===== src/rtl/rgbc_pkg.sv =====
// ----------------------------------------------------------------------------
// rgbc_pkg
// shared types and constants for the rotating grid byte cipher
// ----------------------------------------------------------------------------
package rgbc_pkg;

    localparam int BYTE_W     = 8;
    localparam int NIB_W      = 4;
    localparam int OP_W       = 3;
    localparam int GRID_DEPTH = 256;
    localparam int NIB_DEPTH  = 16;

    typedef enum logic [OP_W-1:0] {
        OP_ENCODE    = 3'd0,
        OP_DECODE    = 3'd1,
        OP_LOAD_GRID = 3'd2,
        OP_LOAD_COL  = 3'd3,
        OP_LOAD_ROW  = 3'd4
    } t_op;

    // write request into the column and row nibble tables
    typedef struct packed {
        logic             col_we;
        logic             row_we;
        logic [NIB_W-1:0] idx;
        logic [NIB_W-1:0] val;
    } t_nib_wr;

endpackage


===== src/rtl/rgbc_in_if.sv =====
// ----------------------------------------------------------------------------
// rgbc_in_if
// input word channel: operation, data byte, table slot, restart flag
// ----------------------------------------------------------------------------
interface rgbc_in_if;
    import rgbc_pkg::*;

    logic              valid;
    logic              ready;
    logic [OP_W-1:0]   operation;
    logic [BYTE_W-1:0] data_in;
    logic [BYTE_W-1:0] table_index;
    logic              restart;

    modport source (output valid, operation, data_in, table_index, restart, input ready);
    modport sink   (input valid, operation, data_in, table_index, restart, output ready);
endinterface


===== src/rtl/rgbc_out_if.sv =====
// ----------------------------------------------------------------------------
// rgbc_out_if
// result word channel: encoded or decoded byte
// ----------------------------------------------------------------------------
interface rgbc_out_if;
    import rgbc_pkg::*;

    logic              valid;
    logic              ready;
    logic [BYTE_W-1:0] data_out;

    modport source (output valid, data_out, input ready);
    modport sink   (input valid, data_out, output ready);
endinterface


===== src/rtl/rgbc_ram.sv =====
// ----------------------------------------------------------------------------
// rgbc_ram
// generic single write, single read ram with registered read data
// ----------------------------------------------------------------------------
module rgbc_ram #(
    parameter int WIDTH = rgbc_pkg::BYTE_W,
    parameter int DEPTH = rgbc_pkg::GRID_DEPTH
) (
    input  logic                     i_clk,
    input  logic                     i_we,
    input  logic [$clog2(DEPTH)-1:0] i_waddr,
    input  logic [WIDTH-1:0]         i_wdata,
    input  logic                     i_re,
    input  logic [$clog2(DEPTH)-1:0] i_raddr,
    output logic [WIDTH-1:0]         o_rdata
);
    logic [WIDTH-1:0] r_mem [DEPTH];
    logic [WIDTH-1:0] r_rdata;

    always_ff @(posedge i_clk) begin
        if (i_we) begin
            r_mem[i_waddr] <= i_wdata;
        end
        // read data holds while no read is issued
        if (i_re) begin
            r_rdata <= r_mem[i_raddr];
        end
    end

    assign o_rdata = r_rdata;
endmodule


===== src/rtl/rgbc_nib_tables.sv =====
// ----------------------------------------------------------------------------
// rgbc_nib_tables
// column and row nibble permutations with their inverses
// ----------------------------------------------------------------------------
module rgbc_nib_tables (
    input  logic                       i_clk,
    input  rgbc_pkg::t_nib_wr          i_wr,
    input  logic [rgbc_pkg::NIB_W-1:0] i_enc_col_addr,
    input  logic [rgbc_pkg::NIB_W-1:0] i_enc_row_addr,
    input  logic [rgbc_pkg::NIB_W-1:0] i_dec_col_addr,
    input  logic [rgbc_pkg::NIB_W-1:0] i_dec_row_addr,
    output logic [rgbc_pkg::NIB_W-1:0] o_enc_col,
    output logic [rgbc_pkg::NIB_W-1:0] o_enc_row,
    output logic [rgbc_pkg::NIB_W-1:0] o_dec_col,
    output logic [rgbc_pkg::NIB_W-1:0] o_dec_row
);
    import rgbc_pkg::*;

    logic [NIB_W-1:0] r_col_perm [NIB_DEPTH];
    logic [NIB_W-1:0] r_col_inv  [NIB_DEPTH];
    logic [NIB_W-1:0] r_row_perm [NIB_DEPTH];
    logic [NIB_W-1:0] r_row_inv  [NIB_DEPTH];

    // each load writes the entry and the matching inverse entry
    always_ff @(posedge i_clk) begin
        if (i_wr.col_we) begin
            r_col_perm[i_wr.idx] <= i_wr.val;
            r_col_inv[i_wr.val]  <= i_wr.idx;
        end
        if (i_wr.row_we) begin
            r_row_perm[i_wr.idx] <= i_wr.val;
            r_row_inv[i_wr.val]  <= i_wr.idx;
        end
    end

    assign o_enc_col = r_col_perm[i_enc_col_addr];
    assign o_enc_row = r_row_perm[i_enc_row_addr];
    assign o_dec_col = r_col_inv[i_dec_col_addr];
    assign o_dec_row = r_row_inv[i_dec_row_addr];
endmodule


===== src/rtl/rotating_grid_byte_cipher.sv =====
// ----------------------------------------------------------------------------
// rotating_grid_byte_cipher
// byte stream cipher over a 16x16 grid with rotating column and row keys
// ----------------------------------------------------------------------------
//
//  channel  | dir | words                                       | handshake
//  ---------+-----+---------------------------------------------+-------------
//  i_in     | in  | operation, data_in, table_index, restart    | valid/ready
//  o_out    | out | data_out, one per encode or decode word     | valid/ready
//
//  one word per cycle sustained while o_out is ready; a result passes through the
//  registered grid ram read and then the output register
//  loads write the tables at the accepting edge, so a following word sees them
//  reset clears the stream position and pipeline valids; tables are unset until
//  loaded
//  a stall on o_out backs up through the grid stage and then drops i_in.ready
//
module rotating_grid_byte_cipher (
    input  logic       i_clk,
    input  logic       i_rst_n,
    rgbc_in_if.sink    i_in,
    rgbc_out_if.source o_out
);
    import rgbc_pkg::*;

    localparam int GA_W = $clog2(GRID_DEPTH);

    // ------------------------------------------------------------------
    // handshake and pipeline control
    // ------------------------------------------------------------------
    logic r_s1_valid;    // grid read stage holds an encode or decode word
    logic r_out_valid;   // output register holds a result
    logic s1_move;
    logic in_ready;
    logic accept;
    logic is_enc;
    logic is_dec;
    t_op  op;

    assign op       = t_op'(i_in.operation);
    assign s1_move  = r_s1_valid && (!r_out_valid || o_out.ready);
    assign in_ready = !r_s1_valid || s1_move;
    assign accept   = i_in.valid && in_ready;

    always_comb begin
        is_enc = 1'b0;
        is_dec = 1'b0;
        case (op)
            OP_ENCODE: is_enc = 1'b1;
            OP_DECODE: is_dec = 1'b1;
            default:   ;
        endcase
    end

    // ------------------------------------------------------------------
    // stream position
    // ------------------------------------------------------------------
    logic [NIB_W-1:0] r_pos;
    logic [NIB_W-1:0] n_pos;
    logic [NIB_W-1:0] cur_pos;   // position used by this word

    assign cur_pos = i_in.restart ? '0 : r_pos;

    always_comb begin
        n_pos = r_pos;
        if (accept && (is_enc || is_dec)) begin
            n_pos = cur_pos + NIB_W'(1);   // wraps at 16
        end
    end

    // ------------------------------------------------------------------
    // table writes
    // ------------------------------------------------------------------
    t_nib_wr nib_wr;
    logic    grid_we;

    always_comb begin
        nib_wr.col_we = 1'b0;
        nib_wr.row_we = 1'b0;
        nib_wr.idx    = i_in.table_index[NIB_W-1:0];
        nib_wr.val    = i_in.data_in[NIB_W-1:0];
        grid_we       = 1'b0;
        if (accept) begin
            case (op)
                OP_LOAD_GRID: grid_we       = 1'b1;
                OP_LOAD_COL:  nib_wr.col_we = 1'b1;
                OP_LOAD_ROW:  nib_wr.row_we = 1'b1;
                default:      ;
            endcase
        end
    end

    // ------------------------------------------------------------------
    // nibble tables: decode inverse lookups at accept, encode lookups in s1
    // ------------------------------------------------------------------
    logic [BYTE_W-1:0] grid_inv_q;   // grid position of the byte being encoded
    logic [NIB_W-1:0]  r_s1_pos;
    logic              r_s1_enc;
    logic [NIB_W-1:0]  enc_col_addr;
    logic [NIB_W-1:0]  enc_row_addr;
    logic [NIB_W-1:0]  enc_col;
    logic [NIB_W-1:0]  enc_row;
    logic [NIB_W-1:0]  dec_col;
    logic [NIB_W-1:0]  dec_row;

    // rotate the grid column and row by the stream position
    assign enc_col_addr = grid_inv_q[NIB_W-1:0] + r_s1_pos;
    assign enc_row_addr = grid_inv_q[BYTE_W-1:NIB_W] + r_s1_pos;

    rgbc_nib_tables u_nib_tables (
        .i_clk          (i_clk),
        .i_wr           (nib_wr),
        .i_enc_col_addr (enc_col_addr),
        .i_enc_row_addr (enc_row_addr),
        .i_dec_col_addr (i_in.data_in[BYTE_W-1:NIB_W]),
        .i_dec_row_addr (i_in.data_in[NIB_W-1:0]),
        .o_enc_col      (enc_col),
        .o_enc_row      (enc_row),
        .o_dec_col      (dec_col),
        .o_dec_row      (dec_row)
    );

    // decode: undo the rotation, then the grid cell is {row, column}
    logic [NIB_W-1:0] dec_ic;
    logic [NIB_W-1:0] dec_ir;
    logic [GA_W-1:0]  dec_addr;

    assign dec_ic   = dec_col - cur_pos;
    assign dec_ir   = dec_row - cur_pos;
    assign dec_addr = GA_W'({dec_ir, dec_ic});

    // ------------------------------------------------------------------
    // grid ram and its inverse, both read only by an accepted word
    // ------------------------------------------------------------------
    logic [BYTE_W-1:0] grid_perm_q;

    rgbc_ram #(
        .WIDTH (BYTE_W),
        .DEPTH (GRID_DEPTH)
    ) u_grid_perm (
        .i_clk   (i_clk),
        .i_we    (grid_we),
        .i_waddr (GA_W'(i_in.table_index)),
        .i_wdata (i_in.data_in),
        .i_re    (accept && is_dec),
        .i_raddr (dec_addr),
        .o_rdata (grid_perm_q)
    );

    rgbc_ram #(
        .WIDTH (BYTE_W),
        .DEPTH (GRID_DEPTH)
    ) u_grid_inv (
        .i_clk   (i_clk),
        .i_we    (grid_we),
        .i_waddr (GA_W'(i_in.data_in)),
        .i_wdata (i_in.table_index),
        .i_re    (accept && is_enc),
        .i_raddr (GA_W'(i_in.data_in)),
        .o_rdata (grid_inv_q)
    );

    // ------------------------------------------------------------------
    // registers
    // ------------------------------------------------------------------
    logic              n_s1_valid;
    logic              n_out_valid;
    logic [BYTE_W-1:0] r_out_data;
    logic [BYTE_W-1:0] s1_result;

    assign s1_result = r_s1_enc ? {enc_col, enc_row} : grid_perm_q;

    always_comb begin
        n_s1_valid = r_s1_valid;
        if (accept) begin
            n_s1_valid = is_enc || is_dec;
        end else if (s1_move) begin
            n_s1_valid = 1'b0;
        end
        n_out_valid = r_out_valid;
        if (s1_move) begin
            n_out_valid = 1'b1;
        end else if (o_out.ready) begin
            n_out_valid = 1'b0;
        end
    end

    always_ff @(posedge i_clk) begin
        if (!i_rst_n) begin
            r_pos       <= '0;
            r_s1_valid  <= 1'b0;
            r_out_valid <= 1'b0;
        end else begin
            r_pos       <= n_pos;
            r_s1_valid  <= n_s1_valid;
            r_out_valid <= n_out_valid;
        end
    end

    // payload registers
    always_ff @(posedge i_clk) begin
        if (accept) begin
            r_s1_pos <= cur_pos;
            r_s1_enc <= is_enc;
        end
        if (s1_move) begin
            r_out_data <= s1_result;
        end
    end

    assign i_in.ready     = in_ready;
    assign o_out.valid    = r_out_valid;
    assign o_out.data_out = r_out_data;
endmodule


===== src/flat_wrapper.sv =====
// flat-port wrapper written by rule: the top's interface ports become plain ports
module rotating_grid_byte_cipher_flat import rgbc_pkg::*;
  (i_clk, i_rst_n, i_in_valid, i_in_operation, i_in_data_in, i_in_table_index, i_in_restart, i_in_ready, o_out_valid, o_out_data_out, o_out_ready);
  rgbc_in_if i_in_i ();
  rgbc_out_if o_out_i ();
  input  logic i_clk;
  input  logic i_rst_n;
  input wire logic [$bits(i_in_i.valid)-1:0] i_in_valid;
  input wire logic [$bits(i_in_i.operation)-1:0] i_in_operation;
  input wire logic [$bits(i_in_i.data_in)-1:0] i_in_data_in;
  input wire logic [$bits(i_in_i.table_index)-1:0] i_in_table_index;
  input wire logic [$bits(i_in_i.restart)-1:0] i_in_restart;
  output wire logic [$bits(i_in_i.ready)-1:0] i_in_ready;
  output wire logic [$bits(o_out_i.valid)-1:0] o_out_valid;
  output wire logic [$bits(o_out_i.data_out)-1:0] o_out_data_out;
  input wire logic [$bits(o_out_i.ready)-1:0] o_out_ready;
  assign i_in_i.valid = i_in_valid;
  assign i_in_i.operation = i_in_operation;
  assign i_in_i.data_in = i_in_data_in;
  assign i_in_i.table_index = i_in_table_index;
  assign i_in_i.restart = i_in_restart;
  assign i_in_ready = i_in_i.ready;
  assign o_out_valid = o_out_i.valid;
  assign o_out_data_out = o_out_i.data_out;
  assign o_out_i.ready = o_out_ready;
  rotating_grid_byte_cipher u_core (.i_clk(i_clk), .i_rst_n(i_rst_n), .i_in(i_in_i), .o_out(o_out_i));
endmodule

===== config.mk =====
export PLATFORM = sky130hd
export DESIGN_NAME = rotating_grid_byte_cipher_flat
export DESIGN_NICKNAME = d
export VERILOG_FILES = /design/src/rtl/rgbc_pkg.sv /design/src/rtl/rgbc_in_if.sv /design/src/rtl/rgbc_out_if.sv /design/src/rtl/rgbc_ram.sv /design/src/rtl/rgbc_nib_tables.sv /design/src/rtl/rotating_grid_byte_cipher.sv /design/src/flat_wrapper.sv
export SDC_FILE = /design/constraint.sdc
export NUM_CORES = 2
export LEC_CHECK = 0
export BUFFER_PORTS_ARGS = -buffer_cell sky130_fd_sc_hd__buf_2
export CAP_MARGIN = 40
export CELL_PAD_IN_SITES_DETAIL_PLACEMENT = 1
export CELL_PAD_IN_SITES_GLOBAL_PLACEMENT = 2
export CORE_ASPECT_RATIO = 0.75
export CORE_MARGIN = 3
export CORE_UTILIZATION = 35
export CTS_CLUSTER_SIZE = 30
export DETAILED_ROUTE_END_ITERATION = 16
export GPL_TIMING_DRIVEN = 0
export PLACE_DENSITY_LB_ADDON = 0.1
export SLEW_MARGIN = 40
export SYNTH_ARGS = -nofsm -noshare
export SYNTH_HDL_FRONTEND = slang
export SYNTH_MEMORY_MAX_BITS = 65536
export SYNTH_SLANG_ARGS = --single-unit

===== constraint.sdc =====
create_clock -name i_clk -period 8.18 [get_ports i_clk]
set_clock_uncertainty 0.2 [all_clocks]
set_input_delay 1.636 -clock i_clk [delete_from_list [all_inputs] [get_ports i_clk]]
set_output_delay 1.636 -clock i_clk [all_outputs]
set_load 0.01 [all_outputs]

After elaboration in Yosys (flattened, before gate mapping)

Memories as Yosys holds them, arrays and structs flattened. A register that Yosys moved wholly into a read port is not among the register bits.
Index checks and enable logic that the tools add are counted.

Register bits: 19
Latch bits: 0
Bits in writable memories: 4,352
Bits in read-only memories: 0
Bits of input ports: 24
Output and inout bits: 10
Memories: 6

Add/subtract/negate cells: 5
Multiply operators: 0
Divide/modulo/power cells: 0
Order comparisons: 0
Equality and inequality tests: 4
Shifts and indexed selects: 0
Multiplexer cells: 19
Bitwise operators: 0
Reductions and logical operators: 13

Memory list:

| name                           | words | width | read ports | clocked after memory_dff | wr ports | RTL line              | source |
|---|---|---|---|---|---|---|---|
| u_core.u_grid_inv.r_mem        | 256   | 8     | 1          | 1                        | 1        | rgbc_ram.sv:17        | `logic [WIDTH-1:0] r_mem [DEPTH];` |
| u_core.u_grid_perm.r_mem       | 256   | 8     | 1          | 1                        | 1        | rgbc_ram.sv:17        |  |
| u_core.u_nib_tables.r_col_inv  | 16    | 4     | 1          | 0                        | 1        | rgbc_nib_tables.sv:20 | `logic [NIB_W-1:0] r_col_inv [NIB_DEPTH];` |
| u_core.u_nib_tables.r_col_perm | 16    | 4     | 1          | 0                        | 1        | rgbc_nib_tables.sv:19 | `logic [NIB_W-1:0] r_col_perm [NIB_DEPTH];` |
| u_core.u_nib_tables.r_row_inv  | 16    | 4     | 1          | 0                        | 1        | rgbc_nib_tables.sv:22 | `logic [NIB_W-1:0] r_row_inv [NIB_DEPTH];` |
| u_core.u_nib_tables.r_row_perm | 16    | 4     | 1          | 0                        | 1        | rgbc_nib_tables.sv:21 | `logic [NIB_W-1:0] r_row_perm [NIB_DEPTH];` |

Operators with widths:

| kind                  | count |
|---|---|
| $mux W1               | 16 |
| $add A4 B4 Y4         | 2 |
| $mux W8               | 1 |
| $sub A4 B4 Y4         | 2 |
| $eq A3 B2 Y1 const B  | 2 |
| $logic_and A1 B1 Y1   | 5 |
| $add A4 B1 Y4 const B | 1 |
| $mux W4               | 1 |
| $reduce_bool A2 Y1    | 2 |
| $eq A3 B1 Y1 const B  | 1 |
| $eq A3 B3 Y1 const B  | 1 |
| $logic_not A3 Y1      | 1 |
| $logic_or A1 B1 Y1    | 3 |
| $logic_not A1 Y1      | 2 |
| $mux W2               | 1 |

Logic depth before layout (Yosys ltp)

Word-level depth: 8
Gate-level depth with buffers: 21
Mapped depth without buffers: 13

Cells and area by module

A second synthesis with hierarchy kept.

Cells, all modules: 8,086
Area, all modules: 170,863.9 um^2

By module, submodules not included:

| module                    | times used | cells an instance | area each (um^2) | seq. area each (um^2) |
|---|---|---|---|---|
| rgbc_ram                  | 2          | 3,733             | 79,636.4         | 61,739.2 |
| rgbc_nib_tables           | 1          | 510               | 10,327.4         | 7,687.4 |
| rotating_grid_byte_cipher | 1          | 110               | 1,263.7          | 510.5 |

Worst setup path before layout

No wires, ideal clock.

Kind: input -> register
Start point: input port i_in_data_in[5]
End point: register u_core.u_grid_perm.r_rdata[0], in the netlist u_core.u_grid_perm.o_rdata[0] (read register of u_core.u_grid_perm.r_mem), data pin
Setup time: 266 ps
Data arrival time: 6,714 ps
Required time: 7,714 ps
Setup slack: 1,000 ps
Stages: 19
Buffers on the path: 7
Cells stage by stage: clkbuf_1 -> buf_1 -> clkbuf_1 -> mux4_2 -> mux4_2 -> inv_1 -> ha_1 -> inv_1 -> fa_1 -> buf_2 -> clkbuf_1 -> buf_1 -> clkbuf_1 -> mux4_2 -> mux4_2 -> mux2i_1 -> nor2_1 -> a221oi_1 -> mux2i_1

Cells in the longest elaborated chain, start to end: 2

RTL lines:

| element        | RTL line                         | source |
|---|---|---|
| from (decl)    | flat_wrapper.sv:10               | `input wire logic [$bits(i_in_i.data_in)-1:0] i_in_data_in;` |
| $mem_v2 Z16 W4 | --                               |  |
| $sub A4 B4 Y4  | rotating_grid_byte_cipher.sv:128 | `assign dec_ic = dec_col - cur_pos;` |
| to (decl)      | rgbc_ram.sv:18                   | `logic [WIDTH-1:0] r_rdata;` |

No other way between the ends.
A chain may end at the register's enable or synchronous reset.

Worst setup path after layout

Start point: input port i_in_data_in[5]
End point: register u_core.u_grid_perm.r_rdata[4], in the netlist u_core.u_grid_perm.o_rdata[4] (read register of u_core.u_grid_perm.r_mem), data pin

Same word-level chain as after synthesis.

==> summary.md <==
| Metric | Value |
|---|---|
| Syn Inst Count | 7255 |
| First-pass GRT wire length | approximately 840000 um |
| First DRT Iteration DRCs | 14642 |
| Synth Area per Inst | 23.4 um^2 |
| Hold Vio Cnt, Final | 0 |
| Clk_lat worst skew | 1.03 ns |
| Status | finished, final reports clean |
| EDFF count, synth | 4381 |
| Port Buf Inserts | 33 |
| DRC violations left | 0 |
| Post-DR wirelength/cell | 43.9 um |
| Post-synth top area cell | edfxtp_1 |
| Top Ports | 34 |
| Dpl ws | -3.79 ns |
| Max frequency | 123 MHz |
| NetSw | 12.3 mW |
| Final period util | 0.997 |
| Horiz. Die Dim | 810 um |
| Setup Crit Path Kind | primary input to flop |
| Final WS setup | 0.0209 ns |
| Reg2reg start | u_core.u_nib_tables.r_col_inv[12][0]$_DFFE_PP_ |
| Antenna Nets Post-Route | 0 |
| Slew at the pin with the worst max-slew slack | roughly 0.98 ns |
| Largest cells by area after synthesis | edfxtp_1, mux4_2, nor2_1 |
| Area grow syn2layout | 17.3% |
| Dpl cell area | 0.184 mm^2 |
| CTS Buffer Depth | 4 |
| CTS tree | yes |
| Syn Std Cell Area | approximately 0.17 mm^2 |
| Final WL | 646000 um |
| Yosys Warn Count | 0 |
| Reg2Reg Depth | 17 |
| Overall fraction of global-route tracks in use | 0.257 |
| Hold endpoint | u_core.r_pos[3]$_SDFFE_PN0P_ |
| Pwr Density | between 200 and 300 mW/mm^2 |
| Layout cell share with drive strength beyond 1 | 0.375 |
| Combinational power share | 0.100 |
| Pin count of the biggest net entering global routing | 113 |
| Max rail drop VDD | 0.193 mV |
| Core box area | 0.481 mm^2 |
| Vias | between 80000 and 90000 |
| Grt total ovfl | 0 |
| Max Cap Viol | 0 |
| Setup crit start kind | primary input |
| Arrival @ worst endpoint | 8.83 ns |
| CTS Buf Count | 452 |
| RSZ-0062 raised after global routing | true |
| DRT Pass-1 Iters | 5 |
| DIE HEIGHT | between 600 and 700 um |
| Worst r2r dst | u_core.u_grid_perm.o_rdata[4]$_DFFE_PP_ |
| Synth top cells by count | edfxtp_1, mux4_2, nor2_1 |
| Starting density of the core | 0.353 |
| Worst slew margin | 0.344 |
| Crit-path max FO | 82 |
| Internal power | around 38 mW |
| DP HPWL | 445000 um |
| Post CTS Setup Buffer Count | 0 |
| Clk slew on worst S/H paths | about 0.06 ns |
| Most frequent cell after synthesis | edfxtp_1 |
| R2r setup slk | roughly 1.7 ns |
| Sw Share | 0.243 |
| Async SR Flop Fraction | 0 |
| CP Capture Type | flop |
| Hold Startpoint | u_core.r_pos[3]$_SDFFE_PN0P_ |
| Final min period | between 8 and 9 ns |
| Htree depth | 5 |
| Lkg Pwr | slightly above 60 nW |
| Netlist cell types | 52 |
| Critical Path RT | 8.85 ns |
| Yosys reg bits | 4387 |
| Main synth FF type | edfxtp_1 |
| WHS Path Cells | 2 |
| Sequential Power Share | 0.488 |
| Vias per std cell | 5.96 |
| Std-Cell Rows | 220 |
| Final Setup Violations | 0 |
| Clock net sink count | about 4400 |
| Post-synth top area share | 0.775 |
| Mapped Nets | 7296 |
| Layout Nets | 7940 |
| Die area | 0.493 mm^2 |
| Final instance area | 0.199 mm^2 |
| Max-slew violation count | 0 |
| Clk pwr share | 0.412 |
| Setup TNS | 0 ns |
| Min-delay worst type | flop to flop |
| Initial antenna violation count | between 60 and 70 |
| Root Driver | clkbuf_16 |
| Seq/Total Area, Yosys | 0.776 |
| Vias in the first global route | between 80000 and 90000 |
| RePlAce Congestion | between 0.8 and 0.9 |
==> repair_timing <==
item	in CTS	in global routing
hold buffers	0	0
setup endpoints to repair	96	7
gates cloned	2	2
resized for setup	63	20
pin swaps	0	1
==> cell type report <==
cell class              count  area (um^2)
multi-input cells        2422        37700
well taps                6438         8060
plain buffers             414         2590
flip-flops and latches   4387       132000
repair buffers            205         4430
diodes                     13         32.5
inverters                  17         63.8
clock inverters           258         2560
clock buffers             565        12000
fillers                 43857       282000
==> state kept, by name (all words and copies together), names as in the netlist <==
register,flops
u_core.u_nib_tables.r_row_perm,64
u_core.u_nib_tables.r_row_inv,64
u_core.u_grid_inv.r_mem,2048
u_core.u_nib_tables.r_col_perm,64
u_core.u_nib_tables.r_col_inv,64
u_core.r_s1_enc,1
u_core.r_s1_pos,4
u_core.u_grid_perm.r_mem,2048
u_core.u_grid_inv.o_rdata,8
u_core.o_out.valid,1
u_core.o_out.data_out,8
u_core.r_s1_valid,1
u_core.u_grid_perm.o_rdata,8
u_core.r_pos,4
==> worst max path at each step <==
stage	start	endpoint	slack (ns)	depth (start not counted)
final	i_in_data_in[5]	u_core.u_grid_perm.o_rdata[4]$_DFFE_PP_	0.02	22
after floorplan	i_in_data_in[5]	u_core.u_grid_perm.o_rdata[0]$_DFFE_PP_	1.00	19
after detailed placement	i_in_data_in[1]	u_core.u_grid_perm.o_rdata[7]$_DFFE_PP_	-3.79	22
after CTS	i_in_data_in[5]	u_core.u_grid_perm.o_rdata[0]$_DFFE_PP_	0.009	22
after global placement	i_in_data_in[3]	u_core.u_grid_perm.o_rdata[4]$_DFFE_PP_	-11.50	17
after global routing	i_in_data_in[5]	u_core.u_grid_perm.o_rdata[0]$_DFFE_PP_	0.003	22
==> through the flow <==
step	utilization	hold WS, ns	std cells	total power, mW
final	0.414	0.303	14719	50.7
after global routing	0.414	0.307	14708	52.0
after CTS	0.413	0.298	14704	51.0
after detailed placement	0.383	0.283	13891	30.2
after global placement	0.370	0.263	13726	30.0
after floorplan	-	0.255	7255	27.3
==> layer usage <==
metal,routed length (um),GRT usage
met2,264000,0.350
met3,64400,0.0639
met5,0,0
met4,13400,0.0487
met1,304000,0.416
==> cell families (layout without fill, tap and decap cells) <==
logic type	count (synthesis)	after routing	synth area share
other cells	0	13	0
compound gates	108	108	0.00442
flops	4387	4387	0.776
simple gates	838	838	0.0205
fa+ha+maj	17	17	0.00143
xor+xnor	14	14	0.000767
buf+inv	446	1459	0.0117
mux	1445	1445	0.185
==> worst max-delay path: stages <==
cell and delay (ns):
buf_12 0.25, buf_16 0.26, buf_16 0.28, buf_6 0.29, buf_16 0.21, mux4_2 0.39, mux4_2 0.51, inv_1 0.11
ha_1 0.17, inv_1 0.06, fa_1 0.49, buf_2 0.35, buf_4 0.35, clkbuf_4 0.33, buf_4 0.33, buf_2 0.42
clkbuf_2 0.44, mux4_2 0.28, mux2i_1 0.12, a22oi_1 0.53, nand4_1 0.42, nand3_1 0.23
==> layout by cell type, fill, tap and decap left out, types with 45 or more instances in the layout <==
| cell | count |
|---|---|
| buf_16 | 109 |
| buf_2 | 107 |
| buf_4 | 95 |
| bufinv_16 | 49 |
| clkbuf_1 | 169 |
| clkbuf_16 | 466 |
| clkbuf_2 | 65 |
| clkbuf_4 | 83 |
| clkinv_1 | 101 |
| clkinv_2 | 78 |
| edfxtp_1 | 4381 |
| mux2i_1 | 63 |
| mux4_2 | 1358 |
| nand2_1 | 71 |
| nand3_1 | 45 |
| nor2_1 | 83 |
| nor2_2 | 496 |
==> power groups by stage <==
stage / Combinational, mW / Sequential, mW / Clock [mW]
after floorplan: 2.11 / 25.2 / 0
after global placement: 4.62 / 25.3 / 0
after detailed placement: 4.99 / 25.2 / 0
after CTS: 5.02 / 24.7 / 21.2
after global routing: 5.17 / 24.7 / 22.1
final: 5.07 / 24.7 / 20.9
Note: power is estimated with default switching activity, not from simulation.
